==> config.mk <==
export PLATFORM = sky130hd
export DESIGN_NAME = cartridge_bank_mapper_irq
export DESIGN_NICKNAME = d
export VERILOG_FILES = /design/src/rtl/cbm_pkg.sv /design/src/rtl/cartridge_bank_mapper_irq.sv /design/src/rtl/cbm_core.sv /design/src/rtl/cbm_outq.sv
export VERILOG_INCLUDE_DIRS = /design/src /design/src/rtl
export SDC_FILE = /design/constraint.sdc
export NUM_CORES = 1
export LEC_CHECK = 0
export BUFFER_PORTS_ARGS = -buffer_cell sky130_fd_sc_hd__buf_2
export CAP_MARGIN = 25
export CORE_MARGIN = 2
export CORE_UTILIZATION = 64
export DETAILED_ROUTE_END_ITERATION = 12
export HOLD_SLACK_MARGIN = 0.1
export PLACE_DENSITY = 0.82
export SKIP_LAST_GASP = 1
export SYNTH_ARGS = -nofsm -noshare
export SYNTH_HDL_FRONTEND = slang
export SYNTH_SLANG_ARGS = --single-unit
==> constraint.sdc <==
create_clock -name clk -period 6.3 [get_ports clk]
set_clock_uncertainty 0.1 [all_clocks]
set_input_delay 1.26 -clock clk [delete_from_list [all_inputs] [get_ports clk]]
set_output_delay 1.26 -clock clk [all_outputs]
set_load 0.01 [all_outputs]
==> src/rtl/cartridge_bank_mapper_irq_macros.svh <==
// ----------------------------------------------------------------------------
// Assertion macros for the cartridge bank mapper
// Shared property shorthands. They sample on clk and are off while rst_n is low.
// ----------------------------------------------------------------------------
`ifndef CARTRIDGE_BANK_MAPPER_IRQ_MACROS_SVH
`define CARTRIDGE_BANK_MAPPER_IRQ_MACROS_SVH

// Same-cycle implication.
`define CBM_ASSERT_NOW(label, ante, cons) \
  label: assert property (@(posedge clk) disable iff (!rst_n) (ante) |-> (cons)) \
    else $error("cbm assertion failed");

// Next-cycle implication.
`define CBM_ASSERT_NEXT(label, ante, cons) \
  label: assert property (@(posedge clk) disable iff (!rst_n) (ante) |=> (cons)) \
    else $error("cbm assertion failed");

`endif

==> src/rtl/cbm_pkg.sv <==
// ----------------------------------------------------------------------------
// cbm_pkg
// Types, register indexes and widths shared by the bank mapper modules.
// ----------------------------------------------------------------------------
`timescale 1ns / 1ps

package cbm_pkg;

  localparam int MAX_PRG_BANKS = 256;
  localparam int BANK_W        = $clog2(MAX_PRG_BANKS);
  localparam int COUNT_W       = BANK_W + 1;
  localparam int ADDR_W        = 15;
  localparam int MAP_W         = 22;
  localparam int PRG_OFS_W     = 14;
  localparam int CHR_OFS_W     = 10;
  localparam int CHR_SLOTS     = 8;
  localparam int SLOT_W        = $clog2(CHR_SLOTS);
  localparam int CTR_W         = 16;
  localparam int OUTQ_DEPTH    = 3;
  localparam int OUTQ_PTR_W    = $clog2(OUTQ_DEPTH);
  localparam int OUTQ_CNT_W    = $clog2(OUTQ_DEPTH + 1);

  localparam logic [3:0] REG_PRG_BANK  = 4'd8;
  localparam logic [3:0] REG_MIRROR    = 4'd9;
  localparam logic [3:0] REG_IRQ_CTRL  = 4'd10;
  localparam logic [3:0] REG_CTR_LOW   = 4'd11;
  localparam logic [3:0] REG_CTR_HIGH  = 4'd12;

  localparam logic [3:0] CFG_PRG_BANK_COUNT = 4'd0;
  localparam logic [3:0] CFG_CHR_FROM_ROM   = 4'd1;

  localparam logic [COUNT_W-1:0] PRG_COUNT_RESET = COUNT_W'(8);

  typedef enum logic [1:0] {
    KIND_WRITE = 2'd0,
    KIND_TICK  = 2'd1,
    KIND_PRG   = 2'd2,
    KIND_CHR   = 2'd3
  } kind_t;

  typedef struct packed {
    kind_t             kind;
    logic [3:0]        reg_index;
    logic [7:0]        write_data;
    logic [ADDR_W-1:0] bus_address;
  } item_t;

  typedef struct packed {
    logic             irq_line;
    logic [MAP_W-1:0] mapped_address;
    logic [1:0]       mirroring;
    logic             chr_in_rom;
  } result_t;

  typedef struct packed {
    logic [COUNT_W-1:0] prg_bank_count;
    logic               chr_from_rom;
  } cfg_t;

endpackage

==> src/rtl/cartridge_bank_mapper_irq.sv <==
// ----------------------------------------------------------------------------
// cartridge_bank_mapper_irq
// Cartridge bank mapper with IRQ down counter: bank registers, address
// translation and a tick counter interrupt, one word in and one word out.
//
//   channel   direction  handshake         payload
//   in_       input      in_valid/in_stall kind, reg_index, write_data, bus_address
//   out_      output     out_valid/out_stall irq_line, mapped_address, mirroring,
//                                          chr_in_rom
//   cfg_      input      cfg_valid/cfg_ready index, data
//
// An accepted input word is registered in the input register, and the core
// update writes its result into the output queue, from which it can leave.
// One word is accepted every cycle while in_stall is low; the three-entry
// result queue sets how far the input runs ahead of a stalled output. Reset
// is synchronous and active low and needs no sweep. cfg_ready is always high.
// ----------------------------------------------------------------------------
`timescale 1ns / 1ps

module cartridge_bank_mapper_irq (
  input  logic                         clk,
  input  logic                         rst_n,
  input  logic                         in_valid,
  output logic                         in_stall,
  input  logic [1:0]                   in_kind,
  input  logic [3:0]                   in_reg_index,
  input  logic [7:0]                   in_write_data,
  input  logic [cbm_pkg::ADDR_W-1:0]   in_bus_address,
  output logic                         out_valid,
  input  logic                         out_stall,
  output logic                         out_irq_line,
  output logic [cbm_pkg::MAP_W-1:0]    out_mapped_address,
  output logic [1:0]                   out_mirroring,
  output logic                         out_chr_in_rom,
  input  logic                         cfg_valid,
  output logic                         cfg_ready,
  input  logic [3:0]                   cfg_index,
  input  logic [cbm_pkg::COUNT_W-1:0]  cfg_data
);
  import cbm_pkg::*;

  logic                  in_accept;
  logic                  s1_valid_r;
  item_t                 s1_item_r;
  cfg_t                  cfg_r;
  logic                  res_valid;
  result_t               res;
  result_t               q_data;
  logic [OUTQ_CNT_W-1:0] q_level;
  logic [OUTQ_CNT_W:0]   reserved;

  assign cfg_ready = 1'b1;
  assign reserved  = {1'b0, q_level} + (OUTQ_CNT_W + 1)'(s1_valid_r);
  assign in_stall  = (reserved >= (OUTQ_CNT_W + 1)'(OUTQ_DEPTH));
  assign in_accept = in_valid && !in_stall;

  always_ff @(posedge clk) begin
    if (!rst_n) begin
      s1_valid_r          <= 1'b0;
      cfg_r.prg_bank_count <= PRG_COUNT_RESET;
      cfg_r.chr_from_rom   <= 1'b1;
    end else begin
      s1_valid_r <= in_accept;
      if (cfg_valid && cfg_ready) begin
        if (cfg_index == CFG_PRG_BANK_COUNT) begin
          cfg_r.prg_bank_count <= cfg_data;
        end else if (cfg_index == CFG_CHR_FROM_ROM) begin
          cfg_r.chr_from_rom <= cfg_data[0];
        end
      end
    end
  end

  always_ff @(posedge clk) begin
    if (in_accept) begin
      s1_item_r.kind        <= kind_t'(in_kind);
      s1_item_r.reg_index   <= in_reg_index;
      s1_item_r.write_data  <= in_write_data;
      s1_item_r.bus_address <= in_bus_address;
    end
  end

  cbm_core u_core (
    .clk        (clk),
    .rst_n      (rst_n),
    .item_valid (s1_valid_r),
    .item       (s1_item_r),
    .cfg        (cfg_r),
    .res_valid  (res_valid),
    .res        (res)
  );

  cbm_outq u_outq (
    .clk       (clk),
    .rst_n     (rst_n),
    .push      (res_valid),
    .push_data (res),
    .out_valid (out_valid),
    .out_stall (out_stall),
    .out_data  (q_data),
    .level     (q_level)
  );

  assign out_irq_line       = q_data.irq_line;
  assign out_mapped_address = q_data.mapped_address;
  assign out_mirroring      = q_data.mirroring;
  assign out_chr_in_rom     = q_data.chr_in_rom;

endmodule

==> src/rtl/cbm_core.sv <==
// ----------------------------------------------------------------------------
// cbm_core
// Mapper state and the combinational update and address translation of a word.
// ----------------------------------------------------------------------------
`timescale 1ns / 1ps

`include "cartridge_bank_mapper_irq_macros.svh"

module cbm_core (
  input  logic            clk,
  input  logic            rst_n,
  input  logic            item_valid,
  input  cbm_pkg::item_t  item,
  input  cbm_pkg::cfg_t   cfg,
  output logic            res_valid,
  output cbm_pkg::result_t res
);
  import cbm_pkg::*;

  logic [BANK_W-1:0] chr_bank_r [CHR_SLOTS];
  logic [BANK_W-1:0] chr_bank_nxt [CHR_SLOTS];
  logic [BANK_W-1:0] prg_bank_r, prg_bank_nxt;
  logic [1:0]        mirror_r, mirror_nxt;
  logic              irq_en_r, irq_en_nxt;
  logic              irq_pend_r, irq_pend_nxt;
  logic [CTR_W-1:0]  ctr_r, ctr_nxt;
  logic [CTR_W-1:0]  ctr_dec;
  logic [COUNT_W-1:0] count_m1;
  logic [BANK_W-1:0] bank_mask;
  logic [BANK_W-1:0] prg_sel;
  logic [SLOT_W-1:0] slot;
  logic [MAP_W-1:0]  mapped;

  assign ctr_dec   = ctr_r - CTR_W'(1);
  assign count_m1  = cfg.prg_bank_count - COUNT_W'(1);
  assign bank_mask = count_m1[BANK_W-1:0];
  assign prg_sel   = item.bus_address[PRG_OFS_W] ? bank_mask : (prg_bank_r & bank_mask);
  assign slot      = item.bus_address[CHR_OFS_W +: SLOT_W];

  always_comb begin
    chr_bank_nxt = chr_bank_r;
    prg_bank_nxt = prg_bank_r;
    mirror_nxt   = mirror_r;
    irq_en_nxt   = irq_en_r;
    irq_pend_nxt = irq_pend_r;
    ctr_nxt      = ctr_r;
    mapped       = '0;
    case (item.kind)
      KIND_WRITE: begin
        if (item.reg_index < REG_PRG_BANK) begin
          chr_bank_nxt[item.reg_index[SLOT_W-1:0]] = item.write_data;
        end else begin
          case (item.reg_index)
            REG_PRG_BANK: prg_bank_nxt = item.write_data;
            REG_MIRROR:   mirror_nxt = item.write_data[1:0];
            REG_IRQ_CTRL: begin
              irq_en_nxt   = item.write_data[0];
              irq_pend_nxt = 1'b0;
            end
            REG_CTR_LOW:  ctr_nxt = {ctr_r[CTR_W-1:8], item.write_data};
            REG_CTR_HIGH: ctr_nxt = {item.write_data, ctr_r[7:0]};
            default: ;
          endcase
        end
      end
      KIND_TICK: begin
        if (irq_en_r) begin
          ctr_nxt = ctr_dec;
          if (ctr_dec == '0) begin
            irq_pend_nxt = 1'b1;
            irq_en_nxt   = 1'b0;
          end
        end
      end
      KIND_PRG: begin
        mapped = MAP_W'({prg_sel, item.bus_address[PRG_OFS_W-1:0]});
      end
      KIND_CHR: begin
        mapped = MAP_W'({chr_bank_r[slot], item.bus_address[CHR_OFS_W-1:0]});
      end
      default: ;
    endcase
  end

  always_ff @(posedge clk) begin
    if (!rst_n) begin
      for (int i = 0; i < CHR_SLOTS; i++) begin
        chr_bank_r[i] <= BANK_W'(i);
      end
      prg_bank_r <= '0;
      mirror_r   <= '0;
      irq_en_r   <= 1'b0;
      irq_pend_r <= 1'b0;
      ctr_r      <= '0;
    end else if (item_valid) begin
      chr_bank_r <= chr_bank_nxt;
      prg_bank_r <= prg_bank_nxt;
      mirror_r   <= mirror_nxt;
      irq_en_r   <= irq_en_nxt;
      irq_pend_r <= irq_pend_nxt;
      ctr_r      <= ctr_nxt;
    end
  end

  assign res_valid          = item_valid;
  assign res.irq_line       = irq_pend_nxt;
  assign res.mapped_address = mapped;
  assign res.mirroring      = mirror_nxt;
  assign res.chr_in_rom     = cfg.chr_from_rom;

  `CBM_ASSERT_NOW(a_pend_excl_en, 1'b1, !(irq_pend_r && irq_en_r))
  `CBM_ASSERT_NEXT(a_tick_fires, item_valid && item.kind == KIND_TICK && irq_en_r && ctr_r == CTR_W'(1), irq_pend_r && !irq_en_r)
  `CBM_ASSERT_NEXT(a_ctrl_clears, item_valid && item.kind == KIND_WRITE && item.reg_index == REG_IRQ_CTRL, !irq_pend_r)

endmodule

==> src/rtl/cbm_outq.sv <==
// ----------------------------------------------------------------------------
// cbm_outq
// Small result queue that holds finished words while the output is stalled.
// ----------------------------------------------------------------------------
`timescale 1ns / 1ps

`include "cartridge_bank_mapper_irq_macros.svh"

module cbm_outq (
  input  logic                              clk,
  input  logic                              rst_n,
  input  logic                              push,
  input  cbm_pkg::result_t                  push_data,
  output logic                              out_valid,
  input  logic                              out_stall,
  output cbm_pkg::result_t                  out_data,
  output logic [cbm_pkg::OUTQ_CNT_W-1:0]    level
);
  import cbm_pkg::*;

  result_t               mem_r [OUTQ_DEPTH];
  logic [OUTQ_PTR_W-1:0] wr_ptr_r, wr_ptr_nxt;
  logic [OUTQ_PTR_W-1:0] rd_ptr_r, rd_ptr_nxt;
  logic [OUTQ_CNT_W-1:0] cnt_r, cnt_nxt;
  logic                  pop;

  assign out_valid = (cnt_r != '0);
  assign pop       = out_valid && !out_stall;
  assign out_data  = mem_r[rd_ptr_r];
  assign level     = cnt_r;

  always_comb begin
    wr_ptr_nxt = wr_ptr_r;
    rd_ptr_nxt = rd_ptr_r;
    cnt_nxt    = cnt_r;
    if (push) begin
      wr_ptr_nxt = (wr_ptr_r == OUTQ_PTR_W'(OUTQ_DEPTH - 1)) ? '0 : wr_ptr_r + OUTQ_PTR_W'(1);
    end
    if (pop) begin
      rd_ptr_nxt = (rd_ptr_r == OUTQ_PTR_W'(OUTQ_DEPTH - 1)) ? '0 : rd_ptr_r + OUTQ_PTR_W'(1);
    end
    if (push && !pop) begin
      cnt_nxt = cnt_r + OUTQ_CNT_W'(1);
    end else if (pop && !push) begin
      cnt_nxt = cnt_r - OUTQ_CNT_W'(1);
    end
  end

  always_ff @(posedge clk) begin
    if (!rst_n) begin
      wr_ptr_r <= '0;
      rd_ptr_r <= '0;
      cnt_r    <= '0;
    end else begin
      wr_ptr_r <= wr_ptr_nxt;
      rd_ptr_r <= rd_ptr_nxt;
      cnt_r    <= cnt_nxt;
    end
  end

  always_ff @(posedge clk) begin
    if (push) begin
      mem_r[wr_ptr_r] <= push_data;
    end
  end

  `CBM_ASSERT_NOW(a_cnt_range, 1'b1, cnt_r <= OUTQ_CNT_W'(OUTQ_DEPTH))
  `CBM_ASSERT_NOW(a_no_overflow, push, cnt_r != OUTQ_CNT_W'(OUTQ_DEPTH) || pop)
  `CBM_ASSERT_NEXT(a_drain, pop && !push, cnt_r == $past(cnt_r) - OUTQ_CNT_W'(1))

endmodule

==> impl_metrics.json, run 1 <==
{
  "required_ns": 4.94,
  "clk_latency_ns": 0.51,
  "cts_max_path_buffers": 3,
  "syn-instance-count": 807,
  "most-common-layout-cells": "110 x dfxtp_1, 108 x mux2i_1, 107 x edfxtp_1",
  "cp_top_family": "flip-flops",
  "hp-start": "u_core.chr_bank_r[50]",
  "area_growth_pct": 12.3,
  "final_common_cell": "dfxtp_1",
  "cp.arrival_ns": 1.98,
  "num_antenna_cells": 0,
  "slowest_stage": "dfxtp_1",
  "antenna_found_initial": 0,
  "avgSynthCellArea_sq_um": 11.6,
  "holdCritPathClass": "flip-flop to flip-flop",
  "fmax_mhz": 300,
  "die-width_um": 125,
  "hold_viol_final": 0,
  "rsz0062_at_grt": "no",
  "power_density_nw_per_um2": 317,
  "synth_edf_count": 107,
  "cp-start-kind": "flip-flop",
  "num_vias": 6549,
  "drt_iter0_drc": 701,
  "die-area_sq_um": 15600,
  "ys.flop_type": "dfxtp_1",
  "ir_worst_vdd_v": 0.000274,
  "drt-pass1-iter-count": 8,
  "layout.nets": 913,
  "io_pins": 76,
  "cp_max_fo": 7,
  "clk_pin_slew_worst_paths_ns": 0.06,
  "post_cts.repair.setup_buffers": 0,
  "viasPerCell": 6.18,
  "syn_nets": 861,
  "io_buffers": 73,
  "seq_area_frac_synth_pct": 57.9,
  "timing.critical_path.buf_inv": 2,
  "fin_crit_ns": 3.34,
  "core_area_sq_um": 14400,
  "cts-buffers-inserted": 22,
  "start_util_pct": 64.8,
  "path_class": "flip-flop to primary output",
  "startpoint": "s1_valid_r",
  "dp_slack_ns": 3.00,
  "drtAntennaViolNets": 0,
  "cts.hold.buffers_added": 0,
  "slew_headroom_pct": 33.9,
  "slew_viol_final": 0,
  "rows": 44,
  "wl_per_cell_um": 19.7,
  "worstMarginPinSlew_ns": 0.991,
  "place_area_sq_um": 9820,
  "endpoint_kind": "primary output",
  "worstReg2RegStart": "s1_item_r[28]",
  "ys_warn_count": 0,
  "gp_congestion": 0.877,
  "die_y_um": 125,
  "path_common_cell": "ha_1",
  "htreeDepth": 1,
  "finalSetupTns_ns": 0,
  "grt.overflow.total": 0,
  "period_share_pct": 53.0,
  "syn_area_sq_um": 9350,
  "setup_ws_ns": 2.96,
  "grt_pass1_wl_um": 34200,
  "ys_seq_elements": 217,
  "first_global_vias": 6561,
  "ys_async_sr_fraction_pct": 0,
  "track_usage_pct": 27.0,
  "routed_wl_um": 20800,
  "utilization_pct": 72.8,
  "power_leakage_nw": 3.99,
  "totalPowerFinal_w": 0.00333,
  "max_cap_viol_count": 0,
  "status": "finished, final reports clean",
  "hpwl_um": 13100,
  "setup_viol": 0,
  "r2r_slack_ns": 3.31,
  "cts_tree": "built",
  "cts_root_buf": "clkbuf_16",
  "post_cts_resize_count": 0,
  "synth.distinct_cells": 66,
  "drive_above_1_share_pct": 17.8,
  "crit_chain": "ha_1 > ha_1 > a31oi_1 > inv_1 > buf_2",
  "cpPeakStageDelay_ns": 0.51,
  "grt_max_degree": 73,
  "cts_sinks": 217,
  "design_area_sq_um": 10500,
  "drc": 0
}
[synth_stat cells, types with 7 or more instances]
| master | instances | area share, % |
|---|---|---|
| a21oi_1 | 35 | 1.9 |
| and2_1 | 13 | 0.87 |
| buf_2 | 7 | 0.37 |
| clkbuf_1 | 40 | 1.6 |
| dfxtp_1 | 110 | 24 |
| edfxtp_1 | 107 | 34 |
| ha_1 | 7 | 0.94 |
| inv_1 | 11 | 0.44 |
| mux2i_1 | 108 | 12 |
| mux4_2 | 16 | 3.9 |
| nand2_1 | 69 | 2.8 |
| nand3_1 | 10 | 0.54 |
| nor2_1 | 100 | 4.0 |
| nor3_1 | 16 | 0.86 |
| o21ai_0 | 42 | 2.2 |
[power breakdown]
group	leakage, nW	internal [W]	total, W	switching [W]
registers	1.89	0.00157	0.00166	0.0000950
clock network	0.327	0.000703	0.00123	0.000522
logic	1.78	0.000183	0.000442	0.000259
total	3.99	0.00246	0.00333	0.000876
[registers in the layout, summed over array words and instances, names as in the netlist, named ones only]
signal and cells:
u_core.chr_bank_r 64, cfg_r 9, u_outq.mem_r 78, u_outq.wr_ptr_r 2
s1_item_r 29, s1_valid_r 1, u_core.irq_pend_r 1, u_core.prg_bank_r 8
u_core.irq_en_r 1, u_outq.level 2, u_core.mirror_r 2, u_outq.rd_ptr_r 2
u_core.ctr_r 16
[per-stage QoR]
stage / cells / hold slack [ns]
finish: 1059 / 0.361
global route: 1059 / 0.386
CTS: 1058 / 0.359
detailed placement: 1018 / 0.351
global placement: 1016 / 0.340
floorplan: 807 / 0.333
[worst min-delay path: cells and delay by family, from the launching register on]
family             cells  cell delay [ns]
AOI/OAI and AO/OA      1             0.06
and+or+nand+nor        1             0.05
DFF                    1             0.31
[worst paths after layout]
kind,endpoint,depth (start not counted)
setup / recovery,in_stall,5
hold / removal,u_core.chr_bank_r[50],2
setup reg to reg,u_core.chr_bank_r[17],5
hold reg to reg,u_core.chr_bank_r[50],2
[routing by layer]
layer  routed length, um  track usage (%)  vias up
li1                    -                -     3031
met1                8510             35.4     3205
met2               10400             47.1      257
met3                1330             4.64       56
met4                 549             6.34        0
met5                   0                0        -
[cells by family after synthesis]
group | synth area share [%]
and+or+nand+nor | 13.8
DFF | 57.9
muxes | 15.9
AOI/OAI and AO/OA | 7.62
buffers and inverters | 2.94
xor gates and xnor gates | 0.843
adders and majority gates | 0.937
other | 0.0401
[area by class of cell]
| type | instances | area [sq um] |
|---|---|---|
| tap | 184 | 230 |
| multi-input combinational | 523 | 3670 |
| clock inverter | 8 | 77.6 |
| sequential | 217 | 5420 |
| clock buffer | 32 | 598 |
| fill | 954 | 3920 |
| timing repair buffer | 84 | 468 |
| inverter | 11 | 41.3 |
No activity file was read; power rests on OpenSTA's default activity.
==> inputs of run 2 (changes only) <==
--- a/config.mk
+++ b/config.mk
@@ -9,10 +9,10 @@
 export BUFFER_PORTS_ARGS = -buffer_cell sky130_fd_sc_hd__buf_2
 export CAP_MARGIN = 25
 export CORE_MARGIN = 2
-export CORE_UTILIZATION = 64
+export CORE_UTILIZATION = 60
 export DETAILED_ROUTE_END_ITERATION = 12
 export HOLD_SLACK_MARGIN = 0.1
-export PLACE_DENSITY = 0.82
+export PLACE_DENSITY = 0.78
 export SKIP_LAST_GASP = 1
 export SYNTH_ARGS = -nofsm -noshare
 export SYNTH_HDL_FRONTEND = slang
==> constraint.sdc (replaced) <==
create_clock -name clk -period 3.3 [get_ports clk]
set_clock_uncertainty 0.1 [all_clocks]
set_input_delay 0.66 -clock clk [delete_from_list [all_inputs] [get_ports clk]]
set_output_delay 0.66 -clock clk [all_outputs]
set_load 0.01 [all_outputs]
==> run 2 against run 1 <==
  * Die area up 6.5%
  * Wire length down 1.4%
  * Sequential share of layout area down 0.42 points
  * Hold slack got worse by 0.14 ns
  * First-iteration DRC count down 22%
  * Clock power is 99% higher
  * Design area up 0.82%
  * Critical endpoint unchanged
  * Highest routed layer unchanged
==> impl_metrics.json, run 2 (synthesis gave the netlist of run 1 again) <==
{
  "fin_crit_ns": 2.71,
  "dr_wl_met3_um": 1320,
  "cp-start-kind": "flip-flop",
  "slew_viol_final": 0,
  "fmax_mhz": 369,
  "cts_tree": "built",
  "area_growth_pct": 13.2,
  "drt-pass1-iter-count": 5,
  "drc": 0,
  "htreeDepth": 1,
  "most-common-layout-cells": "110 x dfxtp_1, 108 x mux2i_1, 107 x edfxtp_1",
  "rr_endpoint": "u_outq.mem_r[0][25]",
  "post_cts.repair.setup_buffers": 0,
  "setup_viol": 0,
  "cp_max_fo": 7,
  "r2r_slack_ns": 0.79,
  "crit_chain": "ha_1 > ha_1 > a31oi_1 > inv_1 > buf_2",
  "p_seq_share_pct": 48.8,
  "power_density_nw_per_um2": 610,
  "die-width_um": 129,
  "rr_worst_depth": 7,
  "required_ns": 2.54,
  "die-area_sq_um": 16600,
  "p_sw_w": 0.00167,
  "power_leakage_nw": 4.04,
  "cts_max_path_buffers": 3,
  "ir_worst_vdd_v": 0.000433,
  "track_usage_pct": 24.5,
  "drt_iter0_drc": 544,
  "path_common_cell": "ha_1",
  "met2_length_um": 10100,
  "p_int_w": 0.00479,
  "viasPerCell": 6.08,
  "drtAntennaViolNets": 0,
  "final_common_cell": "dfxtp_1",
  "first_global_vias": 6215,
  "slowest_stage": "dfxtp_1",
  "switching_share_pct": 25.8,
  "clkPwrFrac_pct": 37.9,
  "rsz0062_at_grt": "no",
  "holdCritPathClass": "input port to flip-flop",
  "endpoint_kind": "primary output",
  "utilization_pct": 69.6,
  "crit_end": "in_stall",
  "cts-buffers-inserted": 22,
  "hpwl_um": 13100,
  "worstMarginPinSlew_ns": 1.03,
  "path_class": "flip-flop to primary output",
  "status": "finished, final reports clean",
  "grt.overflow.total": 0,
  "io_buffers": 73,
  "fin_hold_ws_ns": 0.222,
  "start_util_pct": 61.5,
  "num_antenna_cells": 0,
  "startpoint": "s1_valid_r",
  "num_vias": 6495,
  "rows": 45,
  "post-place-cells": 1028,
  "clk_latency_ns": 0.51,
  "top_regs": "u_outq.mem_r: 78 flops, u_core.chr_bank_r: 64 flops, s1_item_r: 29 flops",
  "finalSetupTns_ns": 0,
  "core_area_sq_um": 15200,
  "antenna_found_initial": 0,
  "highest_layer": "met4",
  "top_register": "u_outq.mem_r",
  "cts_root_buf": "clkbuf_16",
  "clk_pin_slew_worst_paths_ns": 0.06,
  "worstReg2RegStart": "u_core.ctr_r[0]",
  "cp.arrival_ns": 1.95,
  "grt_pass1_wl_um": 31700,
  "die_y_um": 129,
  "wl_met1_um": 8480,
  "post_cts_resize_count": 0,
  "grt_max_degree": 55,
  "p_comb_share_pct": 13.3,
  "wl_per_cell_um": 19.2,
  "hold_viol_final": 0,
  "cts.hold.buffers_added": 0,
  "routed_wl_um": 20500,
  "io_pins": 76,
  "largest_register_ffs": 78,
  "cts_sinks": 217,
  "cpPeakStageDelay_ns": 0.51,
  "fin_cells": 1069,
  "drive_above_1_share_pct": 18.4,
  "gp_congestion": 0.883,
  "period_share_pct": 82.2,
  "layout.nets": 919,
  "max_cap_viol_count": 0,
  "slew_headroom_pct": 31.2
}
==> run 2: cell count changes in the layout (fill, tap and decap cells not counted), sizes merged <==
| cell | before | now |
|---|---|---|
| inv | 11 | 12 |
| clkinv | 6 | 2 |
| clkinvlp | 1 | 0 |
| clkbuf | 32 | 36 |
| buf | 84 | 90 |
==> run 2: area by class of cell <==
class,instances,area [sq um]
clock buffer,36,654
fill,1071,4610
timing repair buffer,90,513
inverter,11,41.3
clock inverter,4,57.6
sequential,217,5420
tap,188,235
multi-input combinational,523,3670
==> run 2: power by group through the flow <==
stage / logic, W / clock network [W] / registers [W]
after global routing: 0.000939 / 0.00257 / 0.00316
after global placement: 0.000806 / 0 / 0.00320
final: 0.000861 / 0.00245 / 0.00315
after detailed placement: 0.000841 / 0 / 0.00321
after floorplan: 0.000634 / 0 / 0.00310
after CTS: 0.000847 / 0.00246 / 0.00315
==> run 2: how the worst min path moves through the flow <==
| stage | startpoint | end | slack, ns | cells after the start |
|---|---|---|---|---|
| after global routing | in_write_data[3] | s1_item_r[18] | 0.22 | 1 |
| after global placement | u_core.chr_bank_r[55] | u_core.chr_bank_r[55] | 0.34 | 2 |
| final | in_bus_address[7] | s1_item_r[7] | 0.22 | 1 |
| after detailed placement | u_core.chr_bank_r[55] | u_core.chr_bank_r[55] | 0.36 | 2 |
| after floorplan | u_core.chr_bank_r[50] | u_core.chr_bank_r[50] | 0.33 | 2 |
| after CTS | in_bus_address[7] | s1_item_r[7] | 0.21 | 1 |
==> run 2: routing by layer <==
layer | GRT usage, % | up-vias
met5 | 0 | -
met4 | 8.76 | 0
met3 | 4.20 | 52
met2 | 42.9 | 238
met1 | 30.8 | 3158
li1 | - | 3047
==> run 2: through the flow <==
step | power (W) | worst slack (ns) | instance area (sq um)
6_report | 0.00646 | 0.587 | 10600
4_1_cts | 0.00646 | 0.577 | 10600
2_1_floorplan | 0.00373 | 0.0968 | 9350
5_1_grt | 0.00667 | 0.476 | 10600
3_5_place_dp | 0.00405 | 0.728 | 9850
3_3_place_gp | 0.00400 | 0.763 | 9850
==> run 2: worst max-delay path: cells and delay by family, from the launching register on <==
| kind | cells | cell delay [ns] |
|---|---|---|
| fa+ha+maj | 2 | 0.48 |
| flops | 1 | 0.51 |
| compound gates | 1 | 0.24 |
| buf+inv | 2 | 0.21 |
==> inputs of run 3 (changes only) <==
==> constraint.sdc (replaced) <==
create_clock -name clk -period 2.6 [get_ports clk]
set_clock_uncertainty 0.1 [all_clocks]
set_input_delay 0.52 -clock clk [delete_from_list [all_inputs] [get_ports clk]]
set_output_delay 0.52 -clock clk [all_outputs]
set_load 0.01 [all_outputs]
==> run 3 against run 2 <==
  * First-iteration DRC count down 2.2%
  * Highest routed layer unchanged
  * Critical path depth unchanged
  * Non-clock buffer count up 41
  * Register-to-register slack worse by 0.59 ns
  * Wire length up 4.1%
  * Count of clock-buffer cells in the layout down 5
  * Flip-flop and latch count unchanged
  * Global-route usage up 1.9 points
  * Total power up 31%
  * Core utilization up 3.0 points
  * Critical path type unchanged
==> impl_metrics.json, run 3 (synthesis gave the netlist of run 1 again) <==
{
  "die-area_sq_um": 16600,
  "min_path_cells": 3,
  "worstMarginPinSlew_ns": 0.965,
  "clk_pin_slew_worst_paths_ns": 0.06,
  "hold_viol_final": 0,
  "rows": 45,
  "period_share_pct": 94.2,
  "drive_above_1_share_pct": 19.4,
  "num_antenna_cells": 0,
  "gp_congestion": 0.873,
  "clk_latency_ns": 0.51,
  "grt_max_degree": 86,
  "p_int_w": 0.00629,
  "finalSetupTns_ns": 0,
  "die-width_um": 129,
  "endpoint_kind": "primary output",
  "grt.overflow.total": 0,
  "most-common-layout-cells": "109 x dfxtp_1, 108 x mux2i_1, 107 x edfxtp_1",
  "area_growth_pct": 18.2,
  "required_ns": 1.98,
  "start_util_pct": 61.5,
  "path_class": "flip-flop to primary output",
  "grt_pass1_wl_um": 34300,
  "hp-start": "cfg_data[3]",
  "fmax_mhz": 408,
  "setup_ws_ns": 0.150,
  "dp_slack_ns": 0.216,
  "cts_tree": "built",
  "ir_worst_vdd_v": 0.000627,
  "io_buffers": 73,
  "fin_cells": 1111,
  "routed_wl_um": 21400,
  "p_sw_w": 0.00216,
  "first_global_vias": 6738,
  "largest_register_ffs": 78,
  "drt_iter0_drc": 532,
  "cp.arrival_ns": 1.83,
  "rr_worst_depth": 7,
  "cp_max_fo": 7,
  "startpoint": "s1_valid_r",
  "post_cts.repair.setup_buffers": 0,
  "slew_headroom_pct": 35.3,
  "utilization_pct": 72.7,
  "p_seq_share_pct": 47.2,
  "num_vias": 6607,
  "post-place-cells": 1041,
  "final_common_cell": "dfxtp_1",
  "slew_viol_final": 0,
  "htreeDepth": 1,
  "core_area_sq_um": 15200,
  "multi_input_area_sq_um": 3690,
  "viasPerCell": 5.95,
  "hpwl_um": 13100,
  "top_register": "u_outq.mem_r",
  "area.sequential_sq_um": 5420,
  "layout.nets": 961,
  "cts_max_path_buffers": 3,
  "holdCritPathClass": "input port to flip-flop",
  "fin_crit_ns": 2.45,
  "worstReg2RegStart": "u_core.ctr_r[0]",
  "io_pins": 76,
  "wl_per_cell_um": 19.2,
  "die_y_um": 129,
  "max_cap_viol_count": 0,
  "switching_share_pct": 25.6,
  "drtAntennaViolNets": 0,
  "rsz0062_at_grt": "no",
  "setup_viol": 0,
  "power_leakage_nw": 4.25,
  "cts_sinks": 217,
  "power_density_nw_per_um2": 765,
  "antenna_found_initial": 0,
  "track_usage_pct": 26.4,
  "drc": 0,
  "n_fill_cell": 1016,
  "cts-buffers-inserted": 23,
  "top_regs": "u_outq.mem_r: 78 flops, u_core.chr_bank_r: 64 flops, s1_item_r: 29 flops",
  "status": "finished, final reports clean",
  "drt-pass1-iter-count": 5,
  "clkPwrFrac_pct": 38.8,
  "cts_root_buf": "clkbuf_16",
  "cp-start-kind": "flip-flop",
  "p_comb_share_pct": 14.0
}
[run 3: changes by cell type in the layout (fill, tap and decap cells not counted), moves of 2 or more]
cell and change:
bufinv_16 +2, buf_12 +3, buf_4 +10, clkbuf_1 -4, dlygate4sd3_1 +29, clkinv_1 +2
clkinv_2 +2
[run 3: timing repair]
item | in CTS | in global routing
hold buffers | 29 | 0
endpoints found under the setup margin | 1 | 3
gates resized for setup | 1 | 1
endpoints found under the hold margin | 29 | 0
pin swaps | 0 | 0
[run 3: final cells by class]
| cell class | count | share of cell area (%) |
|---|---|---|
| Inverter | 11 | 0.374 |
| Clock inverter | 10 | 1.20 |
| Multi-Input combinational cell | 523 | 33.4 |
| Sequential cell | 217 | 49.0 |
| Tap cell | 188 | 2.13 |
| Clock buffer | 31 | 5.66 |
| Timing Repair Buffer | 131 | 8.24 |
[run 3: final timing paths]
check,endpoint,slack (ns)
setup / recovery,in_stall,0.15
hold / removal,cfg_r[4],0.16
setup reg to reg,u_outq.mem_r[2][25],0.20
hold reg to reg,u_core.chr_bank_r[55],0.37
[run 3: worst max-delay path, cell delays in order, from the launching register on]
cell and delay, ns:
dfxtp_2 0.38, ha_1 0.23, ha_1 0.27, a31oi_1 0.25, inv_1 0.06, buf_2 0.14
[run 3: layer usage]
layer,wire length (um),GRT usage (%),vias to the layer above
li1,-,-,3120
met1,9230,33.3,3259
met2,10800,47.2,180
met3,896,4.12,48
met4,496,7.42,0
met5,0,0,-
[run 3: per-stage QoR]
step | power (W) | hold WS (ns) | instance area (sq um)
final | 0.00845 | 0.157 | 11000
after global routing | 0.00877 | 0.156 | 11000
after CTS | 0.00848 | 0.141 | 11000
after detailed placement | 0.00519 | 0.353 | 10000
after global placement | 0.00514 | 0.341 | 10000
after floorplan | 0.00474 | 0.333 | 9360
[run 3: power by group through the flow]
| stage | combinational [W] | sequential [W] | clock [W] |
|---|---|---|---|
| 2_1_floorplan | 0.000806 | 0.00393 | 0 |
| 3_3_place_gp | 0.00110 | 0.00404 | 0 |
| 3_5_place_dp | 0.00114 | 0.00405 | 0 |
| 4_1_cts | 0.00118 | 0.00398 | 0.00331 |
| 5_1_grt | 0.00131 | 0.00400 | 0.00346 |
| 6_report | 0.00119 | 0.00399 | 0.00328 |
